`config.mk`:
```
export PLATFORM = sky130hd
export DESIGN_NAME = pcm_sample_crc32_engine
export DESIGN_NICKNAME = d
export VERILOG_FILES = /design/src/hw/rtl/pscrc_pkg.sv /design/src/hw/rtl/pscrc_ram.sv /design/src/hw/rtl/pscrc_chan.sv /design/src/hw/rtl/pscrc_report.sv /design/src/hw/rtl/pcm_sample_crc32_engine.sv
export SDC_FILE = /design/constraint.sdc
export NUM_CORES = 2
export LEC_CHECK = 0
export BUFFER_PORTS_ARGS = -buffer_cell sky130_fd_sc_hd__buf_2
export CORE_MARGIN = 2
export CORE_UTILIZATION = 30
export CTS_CLUSTER_SIZE = 30
export DETAILED_ROUTE_END_ITERATION = 6
export GPL_ROUTABILITY_DRIVEN = 0
export MAX_ROUTING_LAYER = met4
export PLACE_DENSITY = 0.51
export REMOVE_ABC_BUFFERS = 1
export SLEW_MARGIN = 20
export SYNTH_ARGS = -nofsm -noshare
export SYNTH_HDL_FRONTEND = slang
export SYNTH_HIERARCHICAL = 1
export SYNTH_SLANG_ARGS = --single-unit
```
`constraint.sdc`:
```
create_clock -name clock -period 8.1 [get_ports clock]
set_input_delay 0.405 -clock clock [delete_from_list [all_inputs] [get_ports clock]]
set_output_delay 0.405 -clock clock [all_outputs]
set_load 0.02 [all_outputs]
```
`src/hw/rtl/pscrc_pkg.sv`:
```
// shared types, constants and crc functions for the pcm sample crc-32 engine
// used by pscrc_chan, pscrc_report and the top level, depends on nothing

package pscrc_pkg;

   localparam int MAX_CHANNELS     = 10;
   localparam int MAX_SAMPLE_BYTES = 4;
   localparam int SELECT_W         = 10;
   localparam int SAMPLE_W         = 32;
   localparam int CRC_W            = 32;
   localparam int COUNT_W          = 32;
   localparam int SAMPLE_BYTES     = SAMPLE_W / 8;
   localparam int USED_BYTES       = (MAX_SAMPLE_BYTES < SAMPLE_BYTES) ?
                                     MAX_SAMPLE_BYTES : SAMPLE_BYTES;
   localparam int REP_CH           = (MAX_CHANNELS < SELECT_W) ? MAX_CHANNELS : SELECT_W;
   localparam int CH_AW            = $clog2(MAX_CHANNELS);
   localparam int CH_EXT           = 2 ** CH_AW;
   localparam int SLOT_W           = (CH_AW < 2) ? 2 : CH_AW;
   localparam int REPORT_SLOTS     = 3;
   localparam int POS_W            = 4;
   localparam int MAX_FRAME        = 2 ** POS_W;
   localparam int NCH_W            = POS_W + 1;
   localparam int NB_W             = 3;
   localparam int KIND_W           = 2;
   localparam int CHAN_W           = 4;
   localparam int CSR_IDX_W        = 3;
   localparam int CSR_DATA_W       = 10;
   localparam int RSP_DATA_W       = CRC_W + COUNT_W;
   localparam int RSP_USER_W       = KIND_W + CHAN_W;

   localparam logic [CRC_W-1:0] CRC_POLY_NORMAL = 32'h04C11DB7;
   localparam logic [CRC_W-1:0] CRC_PRESET      = 32'hFFFFFFFF;

   function automatic logic [CRC_W-1:0] reflect32(input logic [CRC_W-1:0] x);
      logic [CRC_W-1:0] r;
      for (int i = 0; i < CRC_W; i++) begin
         r[i] = x[CRC_W-1-i];
      end
      return r;
   endfunction

   localparam logic [CRC_W-1:0] CRC_POLY_REFL = reflect32(CRC_POLY_NORMAL);

   typedef enum logic [1:0] {
      MODE_WHOLE   = 2'd0,
      MODE_CHANNEL = 2'd1,
      MODE_REPORT  = 2'd2
   } mode_type;

   typedef enum logic [KIND_W-1:0] {
      KIND_ALL     = 2'd0,
      KIND_NONNULL = 2'd1,
      KIND_LEFT    = 2'd2,
      KIND_CHANNEL = 2'd3
   } kind_type;

   typedef enum logic {
      OP_SAMPLE = 1'b0,
      OP_FINISH = 1'b1
   } op_type;

   typedef enum logic [CSR_IDX_W-1:0] {
      REG_SUM_MODE       = 3'd0,
      REG_SKIP_NULL      = 3'd1,
      REG_CHANNEL_SELECT = 3'd2,
      REG_FRAME_LEN      = 3'd3,
      REG_BYTES_PER_SAMP = 3'd4
   } reg_index_type;

   typedef struct packed {
      logic [1:0]          sum_mode;
      logic                skip_null;
      logic [SELECT_W-1:0] channel_select;
      logic [NCH_W-1:0]    frame_len;
      logic [NB_W-1:0]     bytes_per_sample;
   } cfg_type;

   typedef struct packed {
      logic [CRC_W-1:0]   sum_all;
      logic [CRC_W-1:0]   sum_nonnull;
      logic [CRC_W-1:0]   sum_left;
      logic [COUNT_W-1:0] byte_total;
   } sums_type;

   typedef struct packed {
      logic             en;
      logic [CH_AW-1:0] addr;
   } rd_req_type;

   function automatic mode_type norm_mode(input logic [1:0] m);
      case (m)
         MODE_CHANNEL: return MODE_CHANNEL;
         MODE_REPORT:  return MODE_REPORT;
         default:      return MODE_WHOLE;
      endcase
   endfunction

   function automatic logic [NCH_W-1:0] eff_channels(input logic [NCH_W-1:0] n);
      if (n == '0) begin
         return NCH_W'(1);
      end else if (n > NCH_W'(MAX_FRAME)) begin
         return NCH_W'(MAX_FRAME);
      end
      return n;
   endfunction

   function automatic logic [NB_W-1:0] eff_bytes(input logic [NB_W-1:0] n);
      if (n == '0) begin
         return NB_W'(1);
      end else if (n > NB_W'(USED_BYTES)) begin
         return NB_W'(USED_BYTES);
      end
      return n;
   endfunction

   function automatic logic [CRC_W-1:0] crc_byte(input logic [CRC_W-1:0] crc,
                                                 input logic [7:0] b);
      logic [CRC_W-1:0] c;
      c = crc ^ CRC_W'(b);
      for (int i = 0; i < 8; i++) begin
         c = c[0] ? ((c >> 1) ^ CRC_POLY_REFL) : (c >> 1);
      end
      return c;
   endfunction

   function automatic logic [CRC_W-1:0] crc_sample(input logic [CRC_W-1:0] crc,
                                                   input logic [SAMPLE_W-1:0] value,
                                                   input logic [NB_W-1:0] nb);
      logic [CRC_W-1:0] c;
      c = crc;
      for (int k = 0; k < SAMPLE_BYTES; k++) begin
         if (NB_W'(k) < nb) begin
            c = crc_byte(c, value[8*k +: 8]);
         end
      end
      return c;
   endfunction

endpackage

```
`src/hw/rtl/pscrc_ram.sv`:
```
// generic single write port, single read port ram with registered read data
// no dependencies

module pscrc_ram #(
   parameter int WIDTH = 32,
   parameter int DEPTH = 16
) (
   input  logic                     clock,
   input  logic                     wr_en,
   input  logic [$clog2(DEPTH)-1:0] wr_addr,
   input  logic [WIDTH-1:0]         wr_data,
   input  logic                     rd_en,
   input  logic [$clog2(DEPTH)-1:0] rd_addr,
   output logic [WIDTH-1:0]         rd_data
);

   logic [WIDTH-1:0] mem_ff [DEPTH];
   logic [WIDTH-1:0] rd_data_ff;

   always_ff @(posedge clock) begin
      if (wr_en) begin
         mem_ff[wr_addr] <= wr_data;
      end
      if (rd_en) begin
         rd_data_ff <= mem_ff[rd_addr];
      end
   end

   assign rd_data = rd_data_ff;

endmodule

```
`src/hw/rtl/pscrc_chan.sv`:
```
// sample path: frame position, two-stage read-modify-write of the per-channel
// sum ram with forwarding, scalar sums and byte count; uses pscrc_pkg, pscrc_ram

module pscrc_chan (
   input  logic                                clock,
   input  logic                                reset,
   input  pscrc_pkg::cfg_type                  cfg,
   input  logic                                req_tvalid,
   output logic                                req_tready,
   input  logic                                req_op,
   input  logic [pscrc_pkg::SAMPLE_W-1:0]      req_sample,
   input  logic                                rep_busy,
   input  pscrc_pkg::rd_req_type               rep_rd,
   input  logic                                clear,
   output logic                                fin_start,
   output pscrc_pkg::sums_type                 sums,
   output logic [pscrc_pkg::CRC_W-1:0]         mem_data
);

   logic                                 accept;
   logic [pscrc_pkg::NCH_W-1:0]          nch;
   logic [pscrc_pkg::NB_W-1:0]           nb;
   pscrc_pkg::mode_type                  mode;
   logic                                 nonnull;
   logic                                 keep;
   logic                                 reported;
   logic [pscrc_pkg::MAX_FRAME-1:0]      sel_ext;
   logic [pscrc_pkg::NCH_W-1:0]          pos_inc;
   logic                                 wr_ch0;
   logic                                 all0;
   logic                                 nn0;
   logic                                 left0;
   logic [pscrc_pkg::CH_AW-1:0]          addr0;

   logic [pscrc_pkg::POS_W-1:0]          pos_ff, pos_in;
   logic                                 s1_valid_ff, s1_valid_in;
   logic                                 s1_fin_ff, s1_fin_in;
   logic                                 s1_wr_ch_ff, s1_wr_ch_in;
   logic                                 s1_all_ff, s1_all_in;
   logic                                 s1_nn_ff, s1_nn_in;
   logic                                 s1_left_ff, s1_left_in;
   logic [pscrc_pkg::SAMPLE_W-1:0]       s1_value_ff, s1_value_in;
   logic [pscrc_pkg::NB_W-1:0]           s1_nb_ff, s1_nb_in;
   logic [pscrc_pkg::CH_AW-1:0]          s1_addr_ff, s1_addr_in;
   logic                                 fwd_hit_ff, fwd_hit_in;
   logic [pscrc_pkg::CRC_W-1:0]          fwd_data_ff, fwd_data_in;
   logic                                 rvalid_ff, rvalid_in;
   logic [pscrc_pkg::MAX_CHANNELS-1:0]   chvalid_ff, chvalid_in;
   logic [pscrc_pkg::CH_EXT-1:0]         chvalid_ext;
   logic [pscrc_pkg::CH_EXT-1:0]         chvalid_ext_in;
   pscrc_pkg::sums_type                  sums_ff, sums_in;

   logic [pscrc_pkg::CRC_W-1:0]          crc_in;
   logic [pscrc_pkg::CRC_W-1:0]          ch_new;
   logic                                 ram_wr_en;
   logic                                 ram_rd_en;
   logic [pscrc_pkg::CH_AW-1:0]          ram_rd_addr;
   logic [pscrc_pkg::CRC_W-1:0]          ram_rd_data;

   assign fin_start  = s1_valid_ff && s1_fin_ff;
   assign req_tready = !fin_start && !rep_busy;
   assign accept     = req_tvalid && req_tready;

   // entry decode
   always_comb begin
      nch     = pscrc_pkg::eff_channels(cfg.frame_len);
      nb      = pscrc_pkg::eff_bytes(cfg.bytes_per_sample);
      mode    = pscrc_pkg::norm_mode(cfg.sum_mode);
      nonnull = 1'b0;
      for (int k = 0; k < pscrc_pkg::SAMPLE_BYTES; k++) begin
         if (pscrc_pkg::NB_W'(k) < nb && req_sample[8*k +: 8] != '0) begin
            nonnull = 1'b1;
         end
      end
      keep     = nonnull || !cfg.skip_null;
      sel_ext  = pscrc_pkg::MAX_FRAME'(cfg.channel_select);
      reported = ({1'b0, pos_ff} < nch) &&
                 (pos_ff < pscrc_pkg::POS_W'(pscrc_pkg::REP_CH)) &&
                 (nch < pscrc_pkg::NCH_W'(pscrc_pkg::MAX_CHANNELS)) &&
                 sel_ext[pos_ff];
      wr_ch0 = 1'b0;
      all0   = 1'b0;
      nn0    = 1'b0;
      left0  = 1'b0;
      case (mode)
         pscrc_pkg::MODE_CHANNEL: begin
            wr_ch0 = reported && keep;
         end
         pscrc_pkg::MODE_REPORT: begin
            all0  = 1'b1;
            nn0   = nonnull;
            left0 = nonnull && (pos_ff == '0);
         end
         default: begin
            all0 = keep;
         end
      endcase
      addr0   = wr_ch0 ? pscrc_pkg::CH_AW'(pos_ff) : '0;
      pos_inc = {1'b0, pos_ff} + 1'b1;
      pos_in  = pos_ff;
      if (accept) begin
         if (req_op == pscrc_pkg::OP_FINISH) begin
            pos_in = '0;
         end else begin
            pos_in = (pos_inc >= nch) ? '0 : pos_inc[pscrc_pkg::POS_W-1:0];
         end
      end
   end

   // update stage
   always_comb begin
      crc_in    = fwd_hit_ff ? fwd_data_ff : mem_data;
      ch_new    = pscrc_pkg::crc_sample(crc_in, s1_value_ff, s1_nb_ff);
      ram_wr_en = s1_valid_ff && s1_wr_ch_ff;

      s1_valid_in = accept;
      s1_fin_in   = accept && (req_op == pscrc_pkg::OP_FINISH);
      s1_wr_ch_in = accept && (req_op == pscrc_pkg::OP_SAMPLE) && wr_ch0;
      s1_all_in   = accept && (req_op == pscrc_pkg::OP_SAMPLE) && all0;
      s1_nn_in    = accept && (req_op == pscrc_pkg::OP_SAMPLE) && nn0;
      s1_left_in  = accept && (req_op == pscrc_pkg::OP_SAMPLE) && left0;
      s1_value_in = req_sample;
      s1_nb_in    = nb;
      s1_addr_in  = addr0;

      fwd_hit_in  = fwd_hit_ff;
      fwd_data_in = fwd_data_ff;
      if (accept) begin
         fwd_hit_in  = ram_wr_en && (s1_addr_ff == addr0);
         fwd_data_in = ch_new;
      end

      ram_rd_en   = accept || rep_rd.en;
      ram_rd_addr = rep_rd.en ? rep_rd.addr : addr0;
      chvalid_ext = pscrc_pkg::CH_EXT'(chvalid_ff);
      rvalid_in   = ram_rd_en ? chvalid_ext[ram_rd_addr] : rvalid_ff;

      chvalid_ext_in = chvalid_ext;
      if (ram_wr_en) begin
         chvalid_ext_in[s1_addr_ff] = 1'b1;
      end
      chvalid_in = clear ? '0 : chvalid_ext_in[pscrc_pkg::MAX_CHANNELS-1:0];

      sums_in = sums_ff;
      if (s1_valid_ff && !s1_fin_ff) begin
         if (s1_all_ff) begin
            sums_in.sum_all = pscrc_pkg::crc_sample(sums_ff.sum_all, s1_value_ff, s1_nb_ff);
         end
         if (s1_nn_ff) begin
            sums_in.sum_nonnull = pscrc_pkg::crc_sample(sums_ff.sum_nonnull, s1_value_ff,
                                                        s1_nb_ff);
         end
         if (s1_left_ff) begin
            sums_in.sum_left = pscrc_pkg::crc_sample(sums_ff.sum_left, s1_value_ff, s1_nb_ff);
         end
         sums_in.byte_total = sums_ff.byte_total + pscrc_pkg::COUNT_W'(s1_nb_ff);
      end
      if (clear) begin
         sums_in.sum_all     = pscrc_pkg::CRC_PRESET;
         sums_in.sum_nonnull = pscrc_pkg::CRC_PRESET;
         sums_in.sum_left    = pscrc_pkg::CRC_PRESET;
         sums_in.byte_total  = '0;
      end
   end

   always_ff @(posedge clock) begin
      if (reset) begin
         pos_ff      <= '0;
         s1_valid_ff <= 1'b0;
         s1_fin_ff   <= 1'b0;
         s1_wr_ch_ff <= 1'b0;
         s1_all_ff   <= 1'b0;
         s1_nn_ff    <= 1'b0;
         s1_left_ff  <= 1'b0;
         fwd_hit_ff  <= 1'b0;
         rvalid_ff   <= 1'b0;
         chvalid_ff  <= '0;
         sums_ff.sum_all     <= pscrc_pkg::CRC_PRESET;
         sums_ff.sum_nonnull <= pscrc_pkg::CRC_PRESET;
         sums_ff.sum_left    <= pscrc_pkg::CRC_PRESET;
         sums_ff.byte_total  <= '0;
      end else begin
         pos_ff      <= pos_in;
         s1_valid_ff <= s1_valid_in;
         s1_fin_ff   <= s1_fin_in;
         s1_wr_ch_ff <= s1_wr_ch_in;
         s1_all_ff   <= s1_all_in;
         s1_nn_ff    <= s1_nn_in;
         s1_left_ff  <= s1_left_in;
         fwd_hit_ff  <= fwd_hit_in;
         rvalid_ff   <= rvalid_in;
         chvalid_ff  <= chvalid_in;
         sums_ff     <= sums_in;
      end
      s1_value_ff <= s1_value_in;
      s1_nb_ff    <= s1_nb_in;
      s1_addr_ff  <= s1_addr_in;
      fwd_data_ff <= fwd_data_in;
   end

   pscrc_ram #(
      .WIDTH (pscrc_pkg::CRC_W),
      .DEPTH (pscrc_pkg::MAX_CHANNELS)
   ) u_sum_ram (
      .clock   (clock),
      .wr_en   (ram_wr_en),
      .wr_addr (s1_addr_ff),
      .wr_data (ch_new),
      .rd_en   (ram_rd_en),
      .rd_addr (ram_rd_addr),
      .rd_data (ram_rd_data)
   );

   // entries not written since the last clear read as the preset
   assign mem_data = rvalid_ff ? ram_rd_data : pscrc_pkg::CRC_PRESET;
   assign sums     = sums_ff;

endmodule

```
`src/hw/rtl/pscrc_report.sv`:
```
// finish sequencer: walks the sums to report, reads channel sums from the ram,
// fills the result register and clears the state; uses pscrc_pkg

module pscrc_report (
   input  logic                                clock,
   input  logic                                reset,
   input  pscrc_pkg::cfg_type                  cfg,
   input  logic                                start,
   input  pscrc_pkg::sums_type                 sums,
   input  logic [pscrc_pkg::CRC_W-1:0]         mem_data,
   output pscrc_pkg::rd_req_type               rd_req,
   output logic                                clear,
   output logic                                busy,
   output logic                                rsp_tvalid,
   input  logic                                rsp_tready,
   output logic [pscrc_pkg::CRC_W-1:0]         rsp_crc,
   output logic [pscrc_pkg::KIND_W-1:0]        rsp_kind,
   output logic [pscrc_pkg::CHAN_W-1:0]        rsp_chan,
   output logic [pscrc_pkg::COUNT_W-1:0]       rsp_bytes,
   output logic                                rsp_last
);

   typedef enum logic [1:0] {
      ST_IDLE,
      ST_READ,
      ST_EMIT
   } state_type;

   typedef struct packed {
      logic                         found;
      logic [pscrc_pkg::SLOT_W-1:0] idx;
   } hit_type;

   function automatic hit_type first_from(input logic [pscrc_pkg::REP_CH-1:0] mask,
                                          input logic [pscrc_pkg::SLOT_W:0] from);
      hit_type h;
      h = '0;
      for (int i = pscrc_pkg::REP_CH - 1; i >= 0; i--) begin
         if (mask[i] && ((pscrc_pkg::SLOT_W + 1)'(i) >= from)) begin
            h.found = 1'b1;
            h.idx   = pscrc_pkg::SLOT_W'(i);
         end
      end
      return h;
   endfunction

   state_type                          state_ff, state_in;
   logic [pscrc_pkg::SLOT_W-1:0]       cursor_ff, cursor_in;
   logic                               rsp_valid_ff, rsp_valid_in;
   logic [pscrc_pkg::CRC_W-1:0]        rsp_crc_ff, rsp_crc_in;
   logic [pscrc_pkg::KIND_W-1:0]       rsp_kind_ff, rsp_kind_in;
   logic [pscrc_pkg::CHAN_W-1:0]       rsp_chan_ff, rsp_chan_in;
   logic [pscrc_pkg::COUNT_W-1:0]      rsp_bytes_ff, rsp_bytes_in;
   logic                               rsp_last_ff, rsp_last_in;

   logic [pscrc_pkg::NCH_W-1:0]        nch;
   pscrc_pkg::mode_type                mode;
   logic [pscrc_pkg::REP_CH-1:0]       rep;
   hit_type                            hit_first;
   hit_type                            hit_next;
   logic                               load;
   logic                               done;
   logic [pscrc_pkg::CRC_W-1:0]        sum_sel;
   pscrc_pkg::kind_type                kind_sel;

   always_comb begin
      nch  = pscrc_pkg::eff_channels(cfg.frame_len);
      mode = pscrc_pkg::norm_mode(cfg.sum_mode);
      for (int i = 0; i < pscrc_pkg::REP_CH; i++) begin
         rep[i] = (pscrc_pkg::NCH_W'(i) < nch) &&
                  (nch < pscrc_pkg::NCH_W'(pscrc_pkg::MAX_CHANNELS)) &&
                  cfg.channel_select[i];
      end
      hit_first = first_from(rep, '0);
      hit_next  = first_from(rep, {1'b0, cursor_ff} + 1'b1);
      load      = (state_ff == ST_EMIT) && (!rsp_valid_ff || rsp_tready);

      state_in     = state_ff;
      cursor_in    = cursor_ff;
      clear        = 1'b0;
      done         = 1'b0;
      rd_req.en    = 1'b0;
      rd_req.addr  = pscrc_pkg::CH_AW'(cursor_ff);
      sum_sel      = sums.sum_all;
      kind_sel     = pscrc_pkg::KIND_ALL;
      rsp_valid_in = rsp_valid_ff && !rsp_tready;
      rsp_crc_in   = rsp_crc_ff;
      rsp_kind_in  = rsp_kind_ff;
      rsp_chan_in  = rsp_chan_ff;
      rsp_bytes_in = rsp_bytes_ff;
      rsp_last_in  = rsp_last_ff;

      case (state_ff)
         ST_IDLE: begin
            if (start) begin
               if (mode == pscrc_pkg::MODE_CHANNEL) begin
                  if (hit_first.found) begin
                     cursor_in = hit_first.idx;
                     state_in  = ST_READ;
                  end else begin
                     clear = 1'b1;
                  end
               end else begin
                  cursor_in = '0;
                  state_in  = ST_READ;
               end
            end
         end
         ST_READ: begin
            rd_req.en = (mode == pscrc_pkg::MODE_CHANNEL);
            state_in  = ST_EMIT;
         end
         ST_EMIT: begin
            if (load) begin
               case (mode)
                  pscrc_pkg::MODE_CHANNEL: begin
                     sum_sel  = mem_data;
                     kind_sel = pscrc_pkg::KIND_CHANNEL;
                     if (hit_next.found) begin
                        cursor_in = hit_next.idx;
                     end else begin
                        done = 1'b1;
                     end
                  end
                  pscrc_pkg::MODE_REPORT: begin
                     case (cursor_ff)
                        pscrc_pkg::SLOT_W'(pscrc_pkg::KIND_ALL): begin
                           sum_sel  = sums.sum_all;
                           kind_sel = pscrc_pkg::KIND_ALL;
                        end
                        pscrc_pkg::SLOT_W'(pscrc_pkg::KIND_NONNULL): begin
                           sum_sel  = sums.sum_nonnull;
                           kind_sel = pscrc_pkg::KIND_NONNULL;
                        end
                        default: begin
                           sum_sel  = sums.sum_left;
                           kind_sel = pscrc_pkg::KIND_LEFT;
                        end
                     endcase
                     if (cursor_ff >= pscrc_pkg::SLOT_W'(pscrc_pkg::REPORT_SLOTS - 1)) begin
                        done = 1'b1;
                     end else begin
                        cursor_in = cursor_ff + 1'b1;
                     end
                  end
                  default: begin
                     sum_sel  = sums.sum_all;
                     kind_sel = cfg.skip_null ? pscrc_pkg::KIND_NONNULL : pscrc_pkg::KIND_ALL;
                     done     = 1'b1;
                  end
               endcase
               rsp_valid_in = 1'b1;
               rsp_crc_in   = sum_sel ^ pscrc_pkg::CRC_PRESET;
               rsp_kind_in  = kind_sel;
               rsp_chan_in  = (mode == pscrc_pkg::MODE_CHANNEL) ?
                              pscrc_pkg::CHAN_W'(cursor_ff) : '0;
               rsp_bytes_in = sums.byte_total;
               rsp_last_in  = done;
               clear        = done;
               state_in     = done ? ST_IDLE : ST_READ;
            end
         end
         default: begin
            state_in = ST_IDLE;
         end
      endcase
   end

   always_ff @(posedge clock) begin
      if (reset) begin
         state_ff     <= ST_IDLE;
         cursor_ff    <= '0;
         rsp_valid_ff <= 1'b0;
      end else begin
         state_ff     <= state_in;
         cursor_ff    <= cursor_in;
         rsp_valid_ff <= rsp_valid_in;
      end
      rsp_crc_ff   <= rsp_crc_in;
      rsp_kind_ff  <= rsp_kind_in;
      rsp_chan_ff  <= rsp_chan_in;
      rsp_bytes_ff <= rsp_bytes_in;
      rsp_last_ff  <= rsp_last_in;
   end

   assign busy       = (state_ff != ST_IDLE);
   assign rsp_tvalid = rsp_valid_ff;
   assign rsp_crc    = rsp_crc_ff;
   assign rsp_kind   = rsp_kind_ff;
   assign rsp_chan   = rsp_chan_ff;
   assign rsp_bytes  = rsp_bytes_ff;
   assign rsp_last   = rsp_last_ff;

endmodule

```
`src/hw/rtl/pcm_sample_crc32_engine.sv`:
```
// samples: one item a cycle while no finish is in progress; each is folded into
// its sums in the cycle after acceptance. finish: each result takes a ram read,
// then a load into the output register, held by rsp_tready; input reopens the cycle
// after the last load, or after the update stage when there is nothing to report
// reset: synchronous; sums read as all ones through per-entry valid bits, no sweep
// uses pscrc_pkg, pscrc_chan, pscrc_report

module pcm_sample_crc32_engine (
   input  logic                                  clock,
   input  logic                                  reset,
   input  logic                                  req_tvalid,
   output logic                                  req_tready,
   input  logic [pscrc_pkg::SAMPLE_W-1:0]        req_tdata,   // sample_value
   input  logic [0:0]                            req_tuser,   // op
   output logic                                  rsp_tvalid,
   input  logic                                  rsp_tready,
   output logic [pscrc_pkg::RSP_DATA_W-1:0]      rsp_tdata,   // crc_value, bytes_used
   output logic [pscrc_pkg::RSP_USER_W-1:0]      rsp_tuser,   // sum_kind, channel_number
   output logic                                  rsp_tlast,
   input  logic                                  csr_valid,
   output logic                                  csr_ready,
   input  logic [pscrc_pkg::CSR_IDX_W-1:0]       csr_index,
   input  logic [pscrc_pkg::CSR_DATA_W-1:0]      csr_data
);

   pscrc_pkg::cfg_type                 cfg_ff, cfg_in;
   pscrc_pkg::sums_type                sums;
   pscrc_pkg::rd_req_type              rep_rd;
   logic [pscrc_pkg::CRC_W-1:0]        mem_data;
   logic                               clear;
   logic                               busy;
   logic                               fin_start;
   logic [pscrc_pkg::CRC_W-1:0]        rsp_crc;
   logic [pscrc_pkg::KIND_W-1:0]       rsp_kind;
   logic [pscrc_pkg::CHAN_W-1:0]       rsp_chan;
   logic [pscrc_pkg::COUNT_W-1:0]      rsp_bytes;

   assign csr_ready = 1'b1;

   always_comb begin
      cfg_in = cfg_ff;
      if (csr_valid) begin
         case (csr_index)
            pscrc_pkg::REG_SUM_MODE:       cfg_in.sum_mode         = csr_data[1:0];
            pscrc_pkg::REG_SKIP_NULL:      cfg_in.skip_null        = csr_data[0];
            pscrc_pkg::REG_CHANNEL_SELECT: cfg_in.channel_select   = csr_data;
            pscrc_pkg::REG_FRAME_LEN:      cfg_in.frame_len        =
                                              csr_data[pscrc_pkg::NCH_W-1:0];
            pscrc_pkg::REG_BYTES_PER_SAMP: cfg_in.bytes_per_sample =
                                              csr_data[pscrc_pkg::NB_W-1:0];
            default: begin
            end
         endcase
      end
   end

   always_ff @(posedge clock) begin
      if (reset) begin
         cfg_ff.sum_mode         <= pscrc_pkg::MODE_WHOLE;
         cfg_ff.skip_null        <= 1'b0;
         cfg_ff.channel_select   <= '0;
         cfg_ff.frame_len        <= pscrc_pkg::NCH_W'(2);
         cfg_ff.bytes_per_sample <= pscrc_pkg::NB_W'(2);
      end else begin
         cfg_ff <= cfg_in;
      end
   end

   pscrc_chan u_chan (
      .clock      (clock),
      .reset      (reset),
      .cfg        (cfg_ff),
      .req_tvalid (req_tvalid),
      .req_tready (req_tready),
      .req_op     (req_tuser[0]),
      .req_sample (req_tdata),
      .rep_busy   (busy),
      .rep_rd     (rep_rd),
      .clear      (clear),
      .fin_start  (fin_start),
      .sums       (sums),
      .mem_data   (mem_data)
   );

   pscrc_report u_report (
      .clock      (clock),
      .reset      (reset),
      .cfg        (cfg_ff),
      .start      (fin_start),
      .sums       (sums),
      .mem_data   (mem_data),
      .rd_req     (rep_rd),
      .clear      (clear),
      .busy       (busy),
      .rsp_tvalid (rsp_tvalid),
      .rsp_tready (rsp_tready),
      .rsp_crc    (rsp_crc),
      .rsp_kind   (rsp_kind),
      .rsp_chan   (rsp_chan),
      .rsp_bytes  (rsp_bytes),
      .rsp_last   (rsp_tlast)
   );

   assign rsp_tdata = {rsp_bytes, rsp_crc};
   assign rsp_tuser = {rsp_chan, rsp_kind};

endmodule
```
==> reports/qor.csv <==
metric,value,unit
period_needed,7090,ps
ir_drop,314,uV
fp.dieH,404,um
min_path_type,in -> reg,
max_cap_violations,0,
synth-seq-cells,672,
crit_path_end_kind,register,
fin_total_pwr,25.4,mW
grt_max_degree,130,
grt_setup_unrepaired,false,
ys_types,125,
ys.flop_type,edfxtp_1,
dieArea,0.163,mm2
power_density,470,mW/mm2
stdcell_area,0.0540,mm2
violations,design-rule violations,
cp-start-kind,register,
ys_async_sr_fraction,0,%
synth-edff-count,455,
stdcell_count,6722,
fin_nets,4667,
numPortBuffers,123,
tritoncts,built,
post_synth_instance_area,0.0480,mm2
worstPathArrival,7470,ps
yosys-top-cells-area,"edfxtp_1, xnor2_1, dfxtp_1, xnor3_1, xor2_1",
reg2reg_depth,16,
post-route-period-util,87.6,%
drc,9,
synth_top_area_share,28.5,%
wirelength,175000,um
drive_above_1_share,15.2,%
relSlewSlack,17.6,%
dpl_cell_area,0.0511,mm2
grt_antenna_before_repair,5,
finalHoldViolCount,0,
num_vias,35900,
outcome,finished with violations,
avgSynthCellArea,10.6,um2
fillers,16000,
grt_pass1_wl,249000,um
pin_count,125,
area_growth,12.7,%
timing.fmax,141,MHz
hpwl,128000,um
clkLatencyLatePin,710,ps
holdWs,53.7,ps
worst_pin_slew,1230,ps
ys_seq_area_share,37.6,%
ff_latch_area,0.0180,mm2
gr-total-overflow,0,
setup_slack,1010,ps
track_usage,21.6,%
vias_per_cell,5.34,
ys_warn_count,6,
p_leak,19.7,nW
coreArea,0.159,mm2
wl_per_cell,26.1,um
cts.repair.resized,0,
rows,146,
root_buffer,clkbuf_16,
cp.required,8470,ps
start_util,30.2,%
grt_pass1_vias,33900,
place_inst,6544,
numCtsBuffers,76,
post-place-ws,1030,ps
cts_sinks,672,
syn_inst,4505,
yosys.area.top_type,edfxtp_1,
hold_depth,3,
die_w,404,um
maxSlewViolCount,0,
drt-initial-drc-count,4013,
antenna_left,0,
first_pass_iters,7,
multi_input_area,0.0287,mm2
worstSetupPathType,reg -> reg,
clock_skew,41.2,ps
clockBufferDepth,3,
worstPathMaxFanout,25,
cts.clk_slew.worst_paths,60,ps
setup_viol,0,
htreeDepth,3,
[report_power, final]
part,internal [mW],switching (mW)
Clock,2.04,1.53
Sequential,4.74,0.154
Combinational,7.32,9.61
[area by class of cell]
type                    instances  area share [%]
diodes                          1         0.00463
inverters                      46           0.329
well taps                    2072            4.80
clock buffers                 101            3.94
repair buffers                282            3.66
clock inverters                38           0.806
flip-flops and latches        672            33.3
multi-input cells            3510            53.1
[worst max-delay path, cell delays in order (launching register included)]
cell	delay [ps]
dfxtp_2	690
nor2b_1	300
nor3_1	130
nor2_2	390
xnor3_2	620
xnor3_1	380
a21oi_2	250
xnor2_4	190
xnor3_1	420
a211oi_2	280
or2_1	490
xor3_1	410
mux2i_1	240
xnor3_2	500
xor2_4	380
xnor3_1	370
a21oi_1	720
[worst paths after layout]
path | start | endpoint | slack [ps]
max | u_chan/fwd_hit_ff | u_chan/u_sum_ram/mem_ff[9][22] | 1010
min | csr_data[3] | cfg_ff[11] | 50
max reg2reg | u_chan/fwd_hit_ff | u_chan/u_sum_ram/mem_ff[9][22] | 1010
min reg2reg | u_chan/sums[31] | u_report/rsp_bytes[31] | 460
[timing repair]
| action | in CTS | in global routing |
|---|---|---|
| hold buffers | 38 | 0 |
| setup buffers | 0 | 0 |
| hold endpoints to repair | 38 | 0 |
[synth_stat cells, types with 39 or more instances]
cell and count:
dfxtp_1 217, nor2_1 343, mux2i_1 237, xnor3_1 118, nand3_1 55, mux2_2 123
nand2_1 279, buf_2 39, a211oi_1 50, xnor2_2 39, xor2_1 288, o21ai_0 198
nor3_1 74, xnor2_1 650, nand2b_1 80, edfxtp_1 455, o211ai_1 50, inv_1 45
clkbuf_1 171, a21oi_1 270
[flip-flops by register name (all words and copies together), names as in the netlist, 10 cells and up]
register                  cells
u_chan/u_sum_ram/mem_ff     320
u_report/rsp_crc             32
cfg_ff                       21
u_chan/sums                 128
u_chan/s1_value_ff           32
u_chan/u_sum_ram/rd_data     32
u_report/rsp_bytes           32
u_chan/chvalid_ff            10
u_chan/fwd_data_ff           32
[cell usage in the layout (no fill, tap or decap), types with 25 or more instances in the layout]
cell type,count
xnor2_1,650
edfxtp_1,455
nor2_1,332
xor2_1,288
nand2_1,278
a21oi_1,268
mux2i_1,234
dfxtp_1,212
o21ai_0,197
buf_2,123
mux2_2,123
xnor3_1,118
buf_4,115
nand2b_1,78
clkbuf_16,78
nor3_1,70
nand3_1,55
o211ai_1,50
a211oi_1,50
inv_1,43
xnor2_2,39
dlygate4sd3_1,38
a22o_1,35
o22ai_1,35
nor2b_1,33
o31ai_2,32
xor3_1,30
a222oi_1,30
ha_1,27
and3_1,25
[metrics by stage]
stage | utilization (%) | TNS, ps
3_5_place_dp | 32.2 | 0
6_report | 34.1 | 0
5_1_grt | 34.1 | 0
4_1_cts | 34.1 | 0
3_3_place_gp | 32.2 | 0
2_1_floorplan | - | -1528390
[routing by layer]
metal / wire (um) / share of wire (%) / GRT usage, % / vias up
met5: 0 / 0 / - / -
met1: 77800 / 44 / 29.8 / 17700
li1: - / - / - / 16200
met2: 76400 / 44 / 31.6 / 1602
met4: 5870 / 3.3 / 6.86 / 0
met3: 15400 / 8.8 / 4.30 / 289
[kinds of logic (layout without fill, tap and decap cells)]
logic type                 count (synthesis)  in the layout  share of synthesized area [%]
other                                      1              2                        0.00782
adders and majority gates                 28             28                          0.746
xor gates and xnor gates                1168           1168                           27.4
muxes                                    372            372                           8.22
buffers and inverters                    323            467                           3.00
DFF                                      672            672                           37.6
and+or+nand+nor                         1044           1044                           10.6
AOI/OAI and AO/OA                        897            897                           12.4
(Power assumes the default switching activity.)
